===== config.mk =====
export PLATFORM = sky130hd
export DESIGN_NAME = outlier_mask_dilate_top
export DESIGN_NICKNAME = d
export VERILOG_FILES = /design/src/hw/rtl/omd_pkg.sv /design/src/hw/rtl/outlier_mask_dilate_top.sv /design/src/hw/rtl/omd_ram.sv /design/src/hw/rtl/omd_queue.sv /design/src/hw/rtl/omd_front.sv /design/src/hw/rtl/omd_back.sv
export SDC_FILE = /design/constraint.sdc
export NUM_CORES = 2
export LEC_CHECK = 0
export ABC_AREA = 0
export ABC_CLOCK_PERIOD_IN_PS = 21000
export BUFFER_PORTS_ARGS = -buffer_cell sky130_fd_sc_hd__buf_2
export CAP_MARGIN = 10
export CORE_MARGIN = 1
export CORE_UTILIZATION = 67
export CTS_CLUSTER_DIAMETER = 50
export DETAILED_ROUTE_END_ITERATION = 8
export PLACE_DENSITY = 0.84
export SLEW_MARGIN = 15
export SYNTH_ARGS = -nofsm -noshare
export SYNTH_HDL_FRONTEND = slang
export SYNTH_HIERARCHICAL = 1
export SYNTH_SLANG_ARGS = --single-unit

===== constraint.sdc =====
create_clock -name i_clk -period 21 [get_ports i_clk]
set_input_delay 1.05 -clock i_clk [delete_from_list [all_inputs] [get_ports i_clk]]
set_output_delay 1.05 -clock i_clk [all_outputs]
set_load 0.01 [all_outputs]

===== src/hw/rtl/omd_pkg.sv =====
// Shared types and constants for the outlier mask and dilation block.
package omd_pkg;

    localparam int unsigned DIM_W      = 10;   // width and height registers
    localparam int unsigned IDX_W      = 20;   // linear pixel index within a frame
    localparam int unsigned PIX_W      = 16;
    localparam int unsigned LIM_W      = 32;
    localparam int unsigned Q_W        = 34;   // signed normalised value
    localparam int unsigned DIM_MIN    = 3;
    localparam int unsigned HEIGHT_CAP = 512;
    localparam int unsigned CFG_IDX_W  = 3;
    localparam int unsigned CFG_DATA_W = 32;
    localparam int unsigned NB_COUNT   = 4;    // forward neighbours of a pixel

    typedef enum logic [CFG_IDX_W-1:0] {
        CFG_WIDTH  = 3'd0,
        CFG_HEIGHT = 3'd1,
        CFG_BIAS   = 3'd2,
        CFG_SKY    = 3'd3,
        CFG_MEAN   = 3'd4,
        CFG_BAD    = 3'd5,
        CFG_POOR   = 3'd6
    } t_cfg_idx;

    typedef enum logic [1:0] {
        CLS_BAD    = 2'd0,
        CLS_GOOD   = 2'd1,
        CLS_POOR   = 2'd2,
        CLS_FORCED = 2'd3   // poor pixel already zeroed by a finalised neighbour
    } t_cls;

    typedef struct packed {
        logic [PIX_W-1:0]        bias;
        logic [PIX_W-1:0]        sky;
        logic [PIX_W-1:0]        mean;
        logic signed [LIM_W-1:0] bad;
        logic signed [LIM_W-1:0] poor;
    } t_levels;

    // command from the classifier to the mask stage
    typedef struct packed {
        logic                wr;     // store a class in the window
        t_cls                cls;
        logic                fin;    // finalise the oldest pending pixel
        logic [NB_COUNT-1:0] nb_ok;  // neighbour +1, +w-1, +w, +w+1 already received
        logic                fend;
    } t_cmd;

    typedef enum logic [2:0] {
        FE_IDLE,
        FE_MUL,
        FE_ABS,
        FE_DIV,
        FE_CLS
    } t_fe_state;

    typedef enum logic [2:0] {
        BE_IDLE,
        BE_WRITE,
        BE_READ,
        BE_EVAL,
        BE_FORCE,
        BE_OUT
    } t_be_state;

endpackage


===== src/hw/rtl/outlier_mask_dilate_top.sv =====
// Outlier mask with one-step dilation: top level, configuration registers and wiring.
// A pixel transfer is classified in steps: one multiply, one absolute-value step,
// a 32-step restoring divider (one quotient bit per cycle) and the class decision;
// the classifier takes the next item only once that decision is made. Each result
// then passes the mask stage (queue pop, window write, class RAM reads of the pixel
// and its four neighbours, evaluation, up to four forcing writes, output load),
// overlapped with the next classification through a four-entry command queue.
// Results trail their pixels by width+1 pixels; flush transfers (tuser high) drain
// the last ones of a frame. The input is held off in the cycle after any
// configuration write.
module outlier_mask_dilate_top #(
    parameter int unsigned MAX_WIDTH = 512
) (
    input  logic        i_clk,
    input  logic        i_rst_n,
    input  logic        s_axis_tvalid,
    output logic        s_axis_tready,
    input  logic [31:0] s_axis_tdata,   // [15:0] pixel_value, [31:16] flat_value
    input  logic        s_axis_tuser,   // [0] kind
    output logic        m_axis_tvalid,
    input  logic        m_axis_tready,
    output logic [7:0]  m_axis_tdata,   // [0] mask_value, [7:1] zero
    output logic        m_axis_tlast,   // frame_end
    input  logic        i_cfg_valid,
    output logic        o_cfg_ready,
    input  logic [2:0]  i_cfg_index,
    input  logic [31:0] i_cfg_data
);
    import omd_pkg::*;

    localparam int unsigned WCAP = (MAX_WIDTH > 1023) ? 1023 : MAX_WIDTH;

    logic [DIM_W-1:0] r_width, r_height, eff_w, eff_h;
    logic [IDX_W-1:0] r_total;
    t_levels          r_lv;
    logic             r_settle;
    logic             cfg_fire, restart;

    logic   q_push, q_full, q_pop, q_empty, fe_ready, o_mask;
    t_cmd   q_in, q_out;

    assign o_cfg_ready = 1'b1;
    assign cfg_fire    = i_cfg_valid && o_cfg_ready;
    assign restart     = cfg_fire && (i_cfg_index inside {CFG_WIDTH, CFG_HEIGHT});

    always_ff @(posedge i_clk) begin
        if (!i_rst_n) begin
            r_width   <= DIM_W'(64);
            r_height  <= DIM_W'(64);
            r_lv.bias <= '0;
            r_lv.sky  <= PIX_W'(1000);
            r_lv.mean <= PIX_W'(10000);
            r_lv.bad  <= LIM_W'(100);
            r_lv.poor <= LIM_W'(60);
        end else if (cfg_fire) begin
            case (t_cfg_idx'(i_cfg_index))
                CFG_WIDTH:  r_width   <= i_cfg_data[DIM_W-1:0];
                CFG_HEIGHT: r_height  <= i_cfg_data[DIM_W-1:0];
                CFG_BIAS:   r_lv.bias <= i_cfg_data[PIX_W-1:0];
                CFG_SKY:    r_lv.sky  <= i_cfg_data[PIX_W-1:0];
                CFG_MEAN:   r_lv.mean <= i_cfg_data[PIX_W-1:0];
                CFG_BAD:    r_lv.bad  <= $signed(i_cfg_data);
                CFG_POOR:   r_lv.poor <= $signed(i_cfg_data);
                default: ;
            endcase
        end
    end

    // the frame size product is registered behind the size registers
    always_ff @(posedge i_clk) begin
        r_settle <= cfg_fire;
        r_total  <= IDX_W'(eff_w * eff_h);
    end

    always_comb begin
        eff_w = r_width;
        if (r_width < DIM_W'(DIM_MIN)) eff_w = DIM_W'(DIM_MIN);
        else if (r_width > DIM_W'(WCAP)) eff_w = DIM_W'(WCAP);
        eff_h = r_height;
        if (r_height < DIM_W'(DIM_MIN)) eff_h = DIM_W'(DIM_MIN);
        else if (r_height > DIM_W'(HEIGHT_CAP)) eff_h = DIM_W'(HEIGHT_CAP);
    end

    omd_front u_front (
        .i_clk     (i_clk),
        .i_rst_n   (i_rst_n),
        .i_restart (restart),
        .i_hold    (r_settle),
        .i_eff_w   (eff_w),
        .i_eff_h   (eff_h),
        .i_total   (r_total),
        .i_lv      (r_lv),
        .i_valid   (s_axis_tvalid),
        .o_ready   (fe_ready),
        .i_kind    (s_axis_tuser),
        .i_pix     (s_axis_tdata[15:0]),
        .i_flat    (s_axis_tdata[31:16]),
        .i_q_full  (q_full),
        .o_push    (q_push),
        .o_cmd     (q_in)
    );

    omd_queue u_queue (
        .i_clk   (i_clk),
        .i_rst_n (i_rst_n),
        .i_push  (q_push),
        .i_cmd   (q_in),
        .o_full  (q_full),
        .i_pop   (q_pop),
        .o_cmd   (q_out),
        .o_empty (q_empty)
    );

    omd_back #(
        .MAX_WIDTH (MAX_WIDTH)
    ) u_back (
        .i_clk     (i_clk),
        .i_rst_n   (i_rst_n),
        .i_restart (restart),
        .i_eff_w   (eff_w),
        .i_q_empty (q_empty),
        .i_cmd     (q_out),
        .o_pop     (q_pop),
        .o_valid   (m_axis_tvalid),
        .i_ready   (m_axis_tready),
        .o_mask    (o_mask),
        .o_last    (m_axis_tlast)
    );

    assign s_axis_tready = fe_ready;
    assign m_axis_tdata  = {7'd0, o_mask};

endmodule


===== src/hw/rtl/omd_ram.sv =====
// Generic simple dual-port RAM with registered read.
module omd_ram #(
    parameter int unsigned WIDTH = 2,
    parameter int unsigned DEPTH = 514
) (
    input  logic                     i_clk,
    input  logic                     i_wr_en,
    input  logic [$clog2(DEPTH)-1:0] i_wr_addr,
    input  logic [WIDTH-1:0]         i_wr_data,
    input  logic                     i_rd_en,
    input  logic [$clog2(DEPTH)-1:0] i_rd_addr,
    output logic [WIDTH-1:0]         o_rd_data
);

    logic [WIDTH-1:0] r_mem [DEPTH];
    logic [WIDTH-1:0] r_rd_data;

    always_ff @(posedge i_clk) begin
        if (i_wr_en) begin
            r_mem[i_wr_addr] <= i_wr_data;
        end
        if (i_rd_en) begin
            r_rd_data <= r_mem[i_rd_addr];
        end
    end

    assign o_rd_data = r_rd_data;

endmodule


===== src/hw/rtl/omd_queue.sv =====
// Short command queue between the classifier and the mask stage.
module omd_queue (
    input  logic          i_clk,
    input  logic          i_rst_n,
    input  logic          i_push,
    input  omd_pkg::t_cmd i_cmd,
    output logic          o_full,
    input  logic          i_pop,
    output omd_pkg::t_cmd o_cmd,
    output logic          o_empty
);
    import omd_pkg::*;

    localparam int unsigned DEPTH = 4;
    localparam int unsigned PW    = $clog2(DEPTH);

    t_cmd          r_slot [DEPTH];
    logic [PW-1:0] r_wp, r_rp;
    logic [PW:0]   r_cnt;

    always_ff @(posedge i_clk) begin
        if (!i_rst_n) begin
            r_wp  <= '0;
            r_rp  <= '0;
            r_cnt <= '0;
        end else begin
            if (i_push) begin
                r_wp <= r_wp + 1'b1;
            end
            if (i_pop) begin
                r_rp <= r_rp + 1'b1;
            end
            if (i_push && !i_pop) begin
                r_cnt <= r_cnt + 1'b1;
            end else if (!i_push && i_pop) begin
                r_cnt <= r_cnt - 1'b1;
            end
        end
    end

    always_ff @(posedge i_clk) begin
        if (i_push) begin
            r_slot[r_wp] <= i_cmd;
        end
    end

    assign o_full  = (r_cnt == (PW+1)'(DEPTH));
    assign o_empty = (r_cnt == '0);
    assign o_cmd   = r_slot[r_rp];

endmodule


===== src/hw/rtl/omd_front.sv =====
// Classifier: frame position tracking, normalisation divider and class decision.
module omd_front (
    input  logic                          i_clk,
    input  logic                          i_rst_n,
    input  logic                          i_restart,
    input  logic                          i_hold,
    input  logic [omd_pkg::DIM_W-1:0]     i_eff_w,
    input  logic [omd_pkg::DIM_W-1:0]     i_eff_h,
    input  logic [omd_pkg::IDX_W-1:0]     i_total,
    input  omd_pkg::t_levels              i_lv,
    input  logic                          i_valid,
    output logic                          o_ready,
    input  logic                          i_kind,
    input  logic [omd_pkg::PIX_W-1:0]     i_pix,
    input  logic [omd_pkg::PIX_W-1:0]     i_flat,
    input  logic                          i_q_full,
    output logic                          o_push,
    output omd_pkg::t_cmd                 o_cmd
);
    import omd_pkg::*;

    localparam int unsigned PROD_W = 33;
    localparam int unsigned QUO_W  = 32;
    localparam int unsigned CNT_W  = $clog2(QUO_W);

    t_fe_state r_state, n_state;

    logic [DIM_W-1:0] r_col, n_col, r_row, n_row;
    logic [IDX_W-1:0] r_rcv, n_rcv, r_oidx, n_oidx;

    logic [PIX_W-1:0]         r_pix, r_flat;
    logic                     r_interior, r_fin, r_fend, r_gate, r_neg;
    logic [NB_COUNT-1:0]      r_nb_ok;
    logic signed [PROD_W-1:0] r_prod;
    logic [QUO_W-1:0]         r_quo;
    logic [PIX_W-1:0]         r_rem;
    logic [CNT_W-1:0]         r_cnt;
    t_cls                     cls_q;

    logic                accept, frame_full, flush_go, pixel_go, fin_now, fend_now;
    logic [IDX_W-1:0]    rcv_after, w_ext, total_m1;
    logic [IDX_W-1:0]    nb_off [NB_COUNT];
    logic [NB_COUNT-1:0] nb_ok_now;
    logic                interior_now;

    assign accept     = i_valid && o_ready;
    assign w_ext      = IDX_W'(i_eff_w);
    assign total_m1   = i_total - 1'b1;
    assign frame_full = (r_rcv >= i_total);
    assign flush_go   = accept && i_kind && frame_full && (r_oidx < i_total);
    assign pixel_go   = accept && !i_kind && !frame_full;
    assign fin_now    = flush_go || (pixel_go && (r_rcv >= w_ext + 1'b1));
    assign fend_now   = (r_oidx == total_m1);
    assign rcv_after  = i_kind ? r_rcv : r_rcv + 1'b1;

    assign nb_off[0] = IDX_W'(1);
    assign nb_off[1] = w_ext - 1'b1;
    assign nb_off[2] = w_ext;
    assign nb_off[3] = w_ext + 1'b1;

    always_comb begin
        for (int j = 0; j < NB_COUNT; j++) begin
            nb_ok_now[j] = (r_oidx + nb_off[j]) < rcv_after;
        end
    end

    assign interior_now = (r_col != '0) && (r_col < i_eff_w - 1'b1) &&
                          (r_row != '0) && (r_row < i_eff_h - 1'b1);

    // frame position counters move at the transfer itself
    always_comb begin
        n_col  = r_col;
        n_row  = r_row;
        n_rcv  = r_rcv;
        n_oidx = r_oidx;
        if (pixel_go) begin
            n_rcv = r_rcv + 1'b1;
            if (r_col + 1'b1 >= i_eff_w) begin
                n_col = '0;
                n_row = r_row + 1'b1;
            end else begin
                n_col = r_col + 1'b1;
            end
        end
        if (fin_now) begin
            n_oidx = r_oidx + 1'b1;
        end
        if (i_restart || (fin_now && fend_now)) begin
            n_col  = '0;
            n_row  = '0;
            n_rcv  = '0;
            n_oidx = '0;
        end
    end

    always_comb begin
        n_state = r_state;
        case (r_state)
            FE_IDLE: if (pixel_go) n_state = FE_MUL;
            FE_MUL:  n_state = FE_ABS;
            FE_ABS:  n_state = FE_DIV;
            FE_DIV:  if (r_cnt == CNT_W'(QUO_W - 1)) n_state = FE_CLS;
            FE_CLS:  n_state = FE_IDLE;
            default: n_state = FE_IDLE;
        endcase
    end

    // class of the finished quotient
    logic signed [Q_W-1:0] quo_s, q_val;
    always_comb begin
        quo_s = r_neg ? -$signed({2'b00, r_quo}) : $signed({2'b00, r_quo});
        q_val = r_gate ? quo_s - $signed({{(Q_W-PIX_W){1'b0}}, i_lv.sky}) : '0;
        if (q_val > Q_W'(i_lv.bad)) begin
            cls_q = CLS_BAD;
        end else if (q_val > Q_W'(i_lv.poor) && r_interior) begin
            cls_q = CLS_POOR;
        end else begin
            cls_q = CLS_GOOD;
        end
    end

    always_comb begin
        o_ready = (r_state == FE_IDLE) && !i_q_full && !i_hold;
        o_push  = 1'b0;
        o_cmd   = '{wr: 1'b0, cls: CLS_GOOD, fin: 1'b0, nb_ok: '0, fend: 1'b0};
        case (r_state)
            FE_IDLE: begin
                if (flush_go) begin
                    o_push = 1'b1;
                    o_cmd  = '{wr: 1'b0, cls: CLS_GOOD, fin: 1'b1, nb_ok: nb_ok_now,
                               fend: fend_now};
                end
            end
            FE_CLS: begin
                o_push = 1'b1;
                o_cmd  = '{wr: 1'b1, cls: cls_q, fin: r_fin, nb_ok: r_nb_ok, fend: r_fend};
            end
            default: ;
        endcase
    end

    always_ff @(posedge i_clk) begin
        if (!i_rst_n) begin
            r_state <= FE_IDLE;
            r_col   <= '0;
            r_row   <= '0;
            r_rcv   <= '0;
            r_oidx  <= '0;
        end else begin
            r_state <= n_state;
            r_col   <= n_col;
            r_row   <= n_row;
            r_rcv   <= n_rcv;
            r_oidx  <= n_oidx;
        end
    end

    logic [PIX_W:0] div_try;
    assign div_try = {r_rem, r_quo[QUO_W-1]};

    always_ff @(posedge i_clk) begin
        case (r_state)
            FE_IDLE: begin
                if (pixel_go) begin
                    r_pix      <= i_pix;
                    r_flat     <= i_flat;
                    r_gate     <= (i_flat > i_lv.sky);
                    r_interior <= interior_now;
                    r_fin      <= fin_now;
                    r_fend     <= fend_now;
                    r_nb_ok    <= nb_ok_now;
                end
            end
            FE_MUL: begin
                r_prod <= PROD_W'(($signed({1'b0, r_pix}) - $signed({1'b0, i_lv.bias}))
                                  * $signed({1'b0, i_lv.mean}));
            end
            FE_ABS: begin
                r_neg <= r_prod[PROD_W-1];
                r_quo <= r_prod[PROD_W-1] ? QUO_W'(-r_prod) : QUO_W'(r_prod);
                r_rem <= '0;
                r_cnt <= '0;
            end
            FE_DIV: begin
                // one restoring step per cycle
                if (div_try >= {1'b0, r_flat}) begin
                    r_rem <= PIX_W'(div_try - {1'b0, r_flat});
                    r_quo <= {r_quo[QUO_W-2:0], 1'b1};
                end else begin
                    r_rem <= PIX_W'(div_try);
                    r_quo <= {r_quo[QUO_W-2:0], 1'b0};
                end
                r_cnt <= r_cnt + 1'b1;
            end
            default: ;
        endcase
    end

endmodule


===== src/hw/rtl/omd_back.sv =====
// Mask stage: class window, neighbour check, forcing of poor neighbours, output register.
module omd_back #(
    parameter int unsigned MAX_WIDTH = 512
) (
    input  logic                      i_clk,
    input  logic                      i_rst_n,
    input  logic                      i_restart,
    input  logic [omd_pkg::DIM_W-1:0] i_eff_w,
    input  logic                      i_q_empty,
    input  omd_pkg::t_cmd             i_cmd,
    output logic                      o_pop,
    output logic                      o_valid,
    input  logic                      i_ready,
    output logic                      o_mask,
    output logic                      o_last
);
    import omd_pkg::*;

    localparam int unsigned DEPTH = MAX_WIDTH + 2;
    localparam int unsigned SW    = $clog2(DEPTH);
    localparam int unsigned SUMW  = ((SW > DIM_W + 1) ? SW : DIM_W + 1) + 1;
    localparam int unsigned RD_N  = NB_COUNT + 1;
    localparam int unsigned KW    = $clog2(RD_N + 1);

    t_be_state r_state, n_state;

    t_cmd            r_cmd;
    logic [SW-1:0]   r_wr_slot, r_p_slot;
    logic [KW-1:0]   r_k;
    logic [1:0]      r_nb [RD_N];
    logic            r_res;
    logic            r_ovalid, r_omask, r_olast;

    logic            ram_we, ram_re;
    logic [SW-1:0]   ram_waddr, ram_raddr;
    logic [1:0]      ram_wdata, ram_rdata;
    logic            out_free, res_now;

    // offset of window entry k from the pixel being finalised
    function automatic logic [SUMW-1:0] off_of(input logic [KW-1:0] k,
                                               input logic [DIM_W-1:0] w);
        logic [SUMW-1:0] o;
        case (k)
            KW'(0):  o = '0;
            KW'(1):  o = SUMW'(1);
            KW'(2):  o = SUMW'(w) - 1'b1;
            KW'(3):  o = SUMW'(w);
            default: o = SUMW'(w) + 1'b1;
        endcase
        return o;
    endfunction

    function automatic logic [SW-1:0] slot_add(input logic [SW-1:0] base,
                                               input logic [SUMW-1:0] off);
        logic [SUMW-1:0] s;
        s = SUMW'(base) + off;
        if (s >= SUMW'(DEPTH)) begin
            s = s - SUMW'(DEPTH);
        end
        return SW'(s);
    endfunction

    assign out_free = !r_ovalid || i_ready;

    always_comb begin
        res_now = 1'b0;
        case (t_cls'(r_nb[0]))
            CLS_GOOD: res_now = 1'b1;
            CLS_POOR: begin
                res_now = 1'b1;
                for (int j = 0; j < NB_COUNT; j++) begin
                    if (r_cmd.nb_ok[j] && t_cls'(r_nb[j+1]) == CLS_BAD) begin
                        res_now = 1'b0;
                    end
                end
            end
            default: res_now = 1'b0;
        endcase
    end

    always_comb begin
        n_state = r_state;
        case (r_state)
            BE_IDLE:  if (!i_q_empty) n_state = i_cmd.wr ? BE_WRITE : BE_READ;
            BE_WRITE: n_state = r_cmd.fin ? BE_READ : BE_IDLE;
            BE_READ:  if (r_k == KW'(RD_N)) n_state = BE_EVAL;
            BE_EVAL:  n_state = BE_FORCE;
            BE_FORCE: if (r_k == KW'(NB_COUNT - 1)) n_state = BE_OUT;
            BE_OUT:   if (out_free) n_state = BE_IDLE;
            default:  n_state = BE_IDLE;
        endcase
    end

    always_comb begin
        o_pop     = 1'b0;
        ram_we    = 1'b0;
        ram_waddr = r_wr_slot;
        ram_wdata = r_cmd.cls;
        ram_re    = 1'b0;
        ram_raddr = slot_add(r_p_slot, off_of(r_k, i_eff_w));
        case (r_state)
            BE_IDLE:  o_pop = !i_q_empty;
            BE_WRITE: ram_we = 1'b1;
            BE_READ:  ram_re = (r_k < KW'(RD_N));
            BE_FORCE: begin
                ram_waddr = slot_add(r_p_slot, off_of(r_k + 1'b1, i_eff_w));
                ram_wdata = CLS_FORCED;
                ram_we    = !r_res && r_cmd.nb_ok[r_k[$clog2(NB_COUNT)-1:0]] &&
                            t_cls'(r_nb[r_k + 1'b1]) == CLS_POOR;
            end
            default: ;
        endcase
    end

    always_ff @(posedge i_clk) begin
        if (!i_rst_n) begin
            r_state   <= BE_IDLE;
            r_wr_slot <= '0;
            r_p_slot  <= '0;
            r_ovalid  <= 1'b0;
        end else begin
            r_state <= n_state;
            if (r_state == BE_OUT && out_free) begin
                r_ovalid <= 1'b1;
            end else if (r_ovalid && i_ready) begin
                r_ovalid <= 1'b0;
            end
            if (i_restart) begin
                r_wr_slot <= '0;
                r_p_slot  <= '0;
            end else if (r_state == BE_OUT && out_free) begin
                if (r_cmd.fend) begin
                    r_wr_slot <= '0;
                    r_p_slot  <= '0;
                end else begin
                    r_p_slot <= (r_p_slot == SW'(DEPTH - 1)) ? '0 : r_p_slot + 1'b1;
                end
            end else if (r_state == BE_WRITE) begin
                r_wr_slot <= (r_wr_slot == SW'(DEPTH - 1)) ? '0 : r_wr_slot + 1'b1;
            end
        end
    end

    always_ff @(posedge i_clk) begin
        case (r_state)
            BE_IDLE: begin
                r_cmd <= i_cmd;
                r_k   <= '0;
            end
            BE_READ: begin
                // read data is registered, so it arrives in the cycle after its address
                if (r_k != '0) begin
                    r_nb[r_k - 1'b1] <= ram_rdata;
                end
                r_k <= (r_k == KW'(RD_N)) ? '0 : r_k + 1'b1;
            end
            BE_EVAL:  r_res <= res_now;
            BE_FORCE: r_k <= r_k + 1'b1;
            BE_OUT: begin
                if (out_free) begin
                    r_omask <= r_res;
                    r_olast <= r_cmd.fend;
                end
            end
            default: ;
        endcase
    end

    omd_ram #(
        .WIDTH (2),
        .DEPTH (DEPTH)
    ) u_win (
        .i_clk     (i_clk),
        .i_wr_en   (ram_we),
        .i_wr_addr (ram_waddr),
        .i_wr_data (ram_wdata),
        .i_rd_en   (ram_re),
        .i_rd_addr (ram_raddr),
        .o_rd_data (ram_rdata)
    );

    assign o_valid = r_ovalid;
    assign o_mask  = r_omask;
    assign o_last  = r_olast;

endmodule


==> Word-level counts from Yosys, hierarchy flattened <==
Memory sizes are Yosys's and may differ from the RTL's. A register that Yosys moved wholly into a read port is not among the register bits.
Cells that the tools add are included.
{ "classes": {"addsub": 32, "multipliers": 2, "div_mod_pow": 0, "magnitude_cmp": 22, "n_eq_ne": 37, "shift": 0, "mux": 68, "n_bitwise": 1, "n_reduce_logical": 71} }
{ "op_table": {"columns": ["cell", "count"], "rows": [
  ["two-way mux 10 bit", 14],
  ["< comparator 20 bit", 5],
  ["one-hot mux 12 bit (4 select lines)", 2],
  ["greater-than comparator 34 x 32 -> 1 bit", 2],
  ["two-way mux 34 bit", 2],
  ["one-hot mux 32 bit (2 select lines)", 1],
  ["adder 10 x 1 -> 10 bit (second input constant)", 4],
  ["adder 20 x 1 -> 20 bit (second input constant)", 2],
  ["adder 20 bit", 2],
  ["greater-or-equal comparator 20 bit", 2],
  ["negation 32 -> 34 bit", 1],
  ["subtractor 34 x 16 -> 34 bit", 1],
  ["multiplier 33 x 17 -> 33 bit", 1],
  ["two-way mux 32 bit", 1],
  ["negation 32 bit", 1],
  ["one-hot mux 16 bit (2 select lines)", 1],
  ["== test 3 x 2 -> 1 bit (second input constant)", 10],
  ["two-way mux 3 bit", 9],
  ["logical AND 1 bit", 25],
  ["adder 10 x 12 -> 12 bit", 2],
  ["== test 3 bit (second input constant)", 8],
  ["greater-or-equal comparator 12 x 10 -> 1 bit (second input constant)", 2],
  ["AND reduction 2 bit", 12],
  ["adder 10 x 1 -> 11 bit (second input constant)", 2],
  ["51 further kinds", 121]
]} }
{ "totals": {"reg_bits": 388, "latchBits": 0, "ram_bits": 1074, "mem_bits_ro": 0, "wordCells": 277, "mem_count": 3} }
{ "memory_table": {"columns": ["name", "depth", "word_bits", "rd", "rd_clocked_by_memory_dff", "write_ports", "line", "rtl"], "rows": [
  ["u_back.u_win.r_mem", 514, 2, 1, 1, 1, "omd_ram.sv:15", "logic [WIDTH-1:0] r_mem [DEPTH];"],
  ["u_queue.r_slot", 4, 9, 1, 1, 1, "omd_queue.sv:17", "t_cmd r_slot [DEPTH];"],
  ["u_back.r_nb", 5, 2, 6, 0, 1, "omd_back.sv:30", "logic [1:0] r_nb [RD_N];"]
]} }

==> Logic depth before layout (Yosys ltp) <==
{ "logic_depth": {"ltp_word": 14, "mapped_depth": 35, "ltp_nobuf": 34} }

==> Cells and area by module <==
The synthesis kept the hierarchy.
{ "modules_own_cells": {"columns": ["mod", "instances", "cells_per_inst", "area_each_um2", "seq_area_each_um2"], "rows": [
  ["omd_ram", 1, 2501, 42839.8, 30929.7],
  ["omd_front", 1, 3649, 31174.9, 5074.9],
  ["outlier_mask_dilate_top", 1, 1063, 8819.7, 3062.9],
  ["omd_back", 1, 625, 5042.3, 1381.3],
  ["omd_queue", 1, 90, 1745.4, 1261.2]
]} }

==> Worst setup path after synthesis <==
No wires, ideal clock.
{ "synth_timing": {"path_kind": "register to register", "from": "register u_back.r_state[0]", "to": "memory u_back.u_win.r_mem[0][0] (data pin)", "t_arrival_ns": 7.248, "setup_slack_ns": 12.145, "path_stages_with_launch": 5, "path_buffers": 1, "synth_period_minus_slack_ns": 8.855, "cell_sequence": "dfxtp_1 nand2b_1 nand2b_1 clkbuf_1 nand2b_1"} }
{ "synth_via": {"elab_chain_len": 2} }
{ "synth_rtl": {"columns": ["item", "line", "rtl"], "rows": [
  ["from (decl)", "omd_back.sv:25", "t_be_state r_state, n_state;"],
  ["from (signal assigned)", "omd_back.sv:122", "r_state <= n_state;"],
  ["== test 3 bit", "omd_back.sv:101", "case (r_state)"],
  ["two-way mux 2 bit", "omd_back.sv:101", null],
  ["via u_back.ram_wdata[0]", "omd_back.sv:36", "logic [1:0] ram_wdata, ram_rdata;"],
  ["to (decl)", "omd_ram.sv:15", null]
]} }
The timed path passes the listed nets, and every way through them passes these cells.

==> Final worst setup path <==
{ "layout_timing": {"from": "register r_width[5]", "to": "register u_back.u_win.r_rd_data[1] (netlist: u_back/u_win/o_rd_data[1]), read port of u_back.u_win.r_mem (data pin)"} }
{ "layout_via": {"elab_chain_len": 8, "elab_cells_between_ends": 11, "classes_between": "add/sub (4); order compare (3); mux (4)"} }
{ "layout_rtl": {"columns": ["item", "line", "rtl"], "rows": [
  ["from (decl)", "outlier_mask_dilate_top.sv:33", "logic [DIM_W-1:0] r_width, r_height, eff_w, eff_h;"],
  ["from (signal assigned)", "outlier_mask_dilate_top.sv:57", "CFG_WIDTH: r_width <= i_cfg_data[DIM_W-1:0];"],
  ["greater-than comparator 10 bit", "outlier_mask_dilate_top.sv:78", "else if (r_width > DIM_W'(WCAP)) eff_w = DIM_W'(WCAP);"],
  ["two-way mux 10 bit", "outlier_mask_dilate_top.sv:78", null],
  ["two-way mux 10 bit (*)", "outlier_mask_dilate_top.sv:77", "if (r_width < DIM_W'(DIM_MIN)) eff_w = DIM_W'(DIM_MIN);"],
  ["via eff_w[0]", "outlier_mask_dilate_top.sv:33", null],
  ["adder 10 x 1 -> 11 bit or subtractor 10 x 1 -> 11 bit (tied branches)", "omd_back.sv:48, omd_back.sv:46", null],
  ["one-hot mux 12 bit (4 select lines) (*)", "omd_back.sv:43", "case (k)"],
  ["adder 10 x 12 -> 12 bit (*)", "omd_back.sv:56", "s = SUMW'(base) + off;"],
  ["subtractor 10 bit or greater-or-equal comparator 12 x 10 -> 1 bit (tied branches)", "omd_back.sv:58, omd_back.sv:57", null],
  ["two-way mux 10 bit (*)", "omd_back.sv:57", "if (s >= SUMW'(DEPTH)) begin"],
  ["via u_back.ram_raddr[1]", "omd_back.sv:35", "logic [SW-1:0] ram_waddr, ram_raddr;"],
  ["to (decl)", "omd_ram.sv:16", "logic [WIDTH-1:0] r_rd_data;"]
]} }
Mark *: on every way through the listed nets, which the timed path passes. The rest lies on a longest branch.
A chain may end at the register's enable or synchronous reset.

==> results.py <==
metrics = {
    "grt": {
        "grt_max_degree": 299,
        "grt_use_total_pct": 36.7,
        "gr-total-overflow": 0,
        "antenna_found_initial": 13,
        "grt_pass1_wl_mm": 378,
        "grt_pass1_vias": 64839,
    },
    "sta": {
        "finalHoldViolCount": 0,
        "rsz0062_at_grt": "false",
        "finalCriticalPeriod_ps": 10040,
        "drv_slew": 0,
        "finalSetupTns_ps": 0,
        "max_freq_mhz": 99.6,
        "setup_viol": 0,
        "fin_crit_sh_pct": 47.8,
        "fin_worst_skew_ps": 74.6,
        "tightestPinTransition_ps": 1300,
        "maxSlewHeadroom_pct": 13.0,
        "fin_ws_ps": 10960,
    },
    "critical_path": {
        "end_kind": "register",
        "critPathKind": "reg -> reg",
        "ff2ff_setup_slack_ps": 10960,
        "required_ps": 21570,
        "worstSetupEndpoint": "u_back/u_win/o_rd_data[1]$_DFFE_PP_",
        "worst_ep_arrival_time_ps": 10610,
        "crit_start": "r_width[5]$_SDFFE_PN0P_",
        "timing.rr.end": "u_back/u_win/o_rd_data[1]$_DFFE_PP_",
        "r2r_cells": 26,
        "critPathLaunchType": "register",
        "crit_path_max_fanout": 124,
        "r2r_start": "r_width[5]$_SDFFE_PN0P_",
    },
    "floorplan": {
        "io_pins": 85,
        "die_w_um": 368,
        "fp.dieH_um": 368,
        "rows": 133,
        "die_area_um2": 135000,
        "core_um2": 132000,
        "start_util_pct": 67.8,
    },
    "pwr": {
        "power.density_nw_per_um2": 112,
        "p_leak_nw": 36.4,
        "total_power_w": 0.0108,
        "ir_drop_mv": 0.135,
    },
    "cells_and_area": {
        "seq_area_um2": 41700,
        "final-instance-count-excl-fill": 9795,
        "fillers": 8229,
        "area_growth_pct": 7.65,
        "layout.nets": 8839,
        "multiInputGateArea_um2": 43500,
        "drive_gt1_share_pct": 9.11,
        "finalInstanceArea_um2": 96500,
    },
    "clocking": {
        "cts_tree": "yes",
        "cts-resized-gates": 0,
        "cts_made_buffers": 159,
        "clkTransAtPathRegs_ps": 70,
        "ctsHoldBuffers": 0,
        "post_cts_buffers": 0,
        "insertion_delay_ps": 830,
        "clk_path_buf_depth": 3,
        "cts.sinks": 1472,
        "cts_root_buf": "clkbuf_16",
        "htree_num_levels": 4,
    },
    "min_path": {
        "hp-start": "s_axis_tdata[5]",
        "hold_path.class": "in -> reg",
        "hold_depth": 1,
    },
    "detailed_routing": {
        "via_count": 65382,
        "dr.pass1.iters": 7,
        "ant_nets": 0,
        "met2_length_mm": 116,
        "wl_met3_mm": 27.4,
        "via_per_inst": 6.68,
        "wl_per_cell_um": 25.5,
        "drc": 0,
        "routed.top_layer": "met5",
        "drt_iter0_drc": 9051,
        "wl_mm": 249,
        "wl_met1_mm": 87.0,
    },
    "synth": {
        "synth_async_sr_flop_share_pct": 0,
        "synth_edf_count": 1223,
        "ys_seq_area_share_pct": 46.5,
        "avgSynthCellArea_um2": 11.3,
        "synth_ff_type": "edfxtp_1",
        "syn_area_um2": 89600,
        "synth-seq-cells": 1472,
        "synth_cell_types": 116,
        "synth_cells": 7928,
        "ys_warn_count": 6,
    },
    "placement": {
        "dpl_cell_area_um2": 91200,
        "post-place-ws_ps": 11520,
        "io_buffers": 76,
        "dp_cells": 9496,
        "place_hpwl_mm": 162,
        "gp_congestion": 0.952,
    },
    "status": {
        "status": "completed",
    },
    "run": {
        "drv_cap": 0,
    },
}
==> per-stage QoR <==
stage | hold WS, ps | util (%)
after floorplan | 418 | -
after global placement | 438 | 69.0
after detailed placement | 457 | 69.0
after CTS | 403 | 73.0
after global routing | 409 | 73.0
final | 434 | 73.0
==> registers in the layout, indices dropped and copies added, names as in the netlist, 4 cells and up, named ones only <==
name	cells
u_front/r_col	10
r_height	10
u_front/r_cnt	5
u_back/r_cmd	8
u_back/r_wr_slot	10
u_front/r_rcv	20
u_back/u_win/r_mem	1028
u_front/r_pix	16
r_lv	112
u_front/r_prod	33
r_width	10
u_back/r_nb	16
u_front/r_rem	16
r_total	20
u_front/r_quo	32
u_front/r_row	10
u_front/r_oidx	20
u_queue/r_slot	36
u_back/r_p_slot	10
u_front/r_nb_ok	4
u_front/r_flat	16
==> placed cells by master (no fill, tap or decap), types with 35 or more instances in the layout <==
cell,count
xnor2_1,216
a21boi_0,126
nor2_1,915
nand3_1,177
nor4_1,35
o21a_1,48
ha_1,523
mux4_2,194
o21ai_0,222
mux4_1,37
buf_2,76
inv_1,668
edfxtp_1,1223
a211oi_1,52
buf_4,111
o31ai_1,39
and2_1,178
nor3_1,110
and3_1,41
mux2i_1,119
xor2_1,134
a21o_1,110
nand4_1,75
nand2_1,763
fa_1,339
nor2b_1,95
a21oi_1,250
o221ai_1,40
nand2b_1,56
clkbuf_16,161
dfxtp_1,249
or3_1,59
==> Yosys cell counts (all sizes together), types with 110 or more instances <==
cell | instances | area share [%]
edfxtp | 1223 | 41
nor2 | 919 | 3.8
nand2 | 767 | 3.2
inv | 673 | 2.8
ha | 524 | 7.3
fa | 339 | 7.6
clkbuf | 260 | 1.2
a21oi | 255 | 1.4
dfxtp | 249 | 5.6
mux4 | 231 | 6.0
o21ai | 231 | 1.3
xnor2 | 222 | 2.2
nand3 | 182 | 1.0
and2 | 180 | 1.3
xor2 | 135 | 1.3
a21boi | 128 | 1.1
buf | 120 | 1.0
mux2i | 120 | 1.3
nor3 | 111 | 0.62
a21o | 110 | 0.92
==> power by group <==
| part | switching, W | leakage, nW | total, W | internal, W |
|---|---|---|---|---|
| sequential | 0.0000952 | 12.8 | 0.00358 | 0.00349 |
| combinational | 0.00265 | 21.1 | 0.00442 | 0.00177 |
| clock | 0.00122 | 2.51 | 0.00278 | 0.00156 |
| total | 0.00397 | 36.4 | 0.0108 | 0.00681 |
==> worst max-delay path: stages (launching register included) <==
cell and delay [ps]:
dfxtp_1 320, or4_1 550, nor4_2 220, o21ai_1 250
inv_1 130, buf_4 270, ha_1 310, nand3_1 230
a221oi_1 340, a21oi_1 130, ha_1 280, nor3_1 530
o21ai_0 230, a21boi_0 510, nor3_1 110, mux2i_1 390
a22oi_4 230, xnor2_2 710, buf_4 780, buf_12 570
mux4_2 430, and2_1 180, a211oi_1 950, o221ai_1 290
o2111ai_1 180, o311ai_1 160, o31a_1 330
==> how the worst min path moves through the flow <==
stage                                             to  slack [ps]
after global placement       u_back/o_mask$_DFFE_PP_         440
after CTS                 u_front/r_pix[4]$_DFFE_PP_         400
after detailed placement        r_lv[3]$_SDFFE_PN1P_         460
after floorplan              u_back/o_mask$_DFFE_PP_         420
final                     u_front/r_pix[5]$_DFFE_PP_         430
after global routing      u_front/r_pix[4]$_DFFE_PP_         410
==> metal layers <==
metal | global-route usage, % | vias up
met2 | 59.9 | 4711
met4 | 22.0 | 10
li1 | - | 28099
met5 | 0 | -
met3 | 7.70 | 1145
met1 | 45.2 | 31417
==> final cells by class <==
class / count / share of cell area, %
Multi-Input combinational cell: 5401 / 45.1
Clock buffer: 196 / 4.38
Clock inverter: 93 / 1.03
Antenna cell: 9 / 0.0233
Timing Repair Buffer: 189 / 1.30
Tap cell: 1755 / 2.28
Sequential cell: 1472 / 43.2
Inverter: 680 / 2.65
==> cell families after synthesis <==
group / Yosys count / synth area share [%]
flip-flops: 1472 / 46.5
multiplexers: 361 / 7.43
adder cells (fa/ha/maj): 868 / 14.9
buffers and inverters: 1061 / 5.16
AO/OA/AOI/OAI: 1156 / 8.71
other: 2 / 0.00838
AND/OR/NAND/NOR: 2651 / 13.7
XOR/XNOR: 357 / 3.50
(Power assumes the default switching activity.)
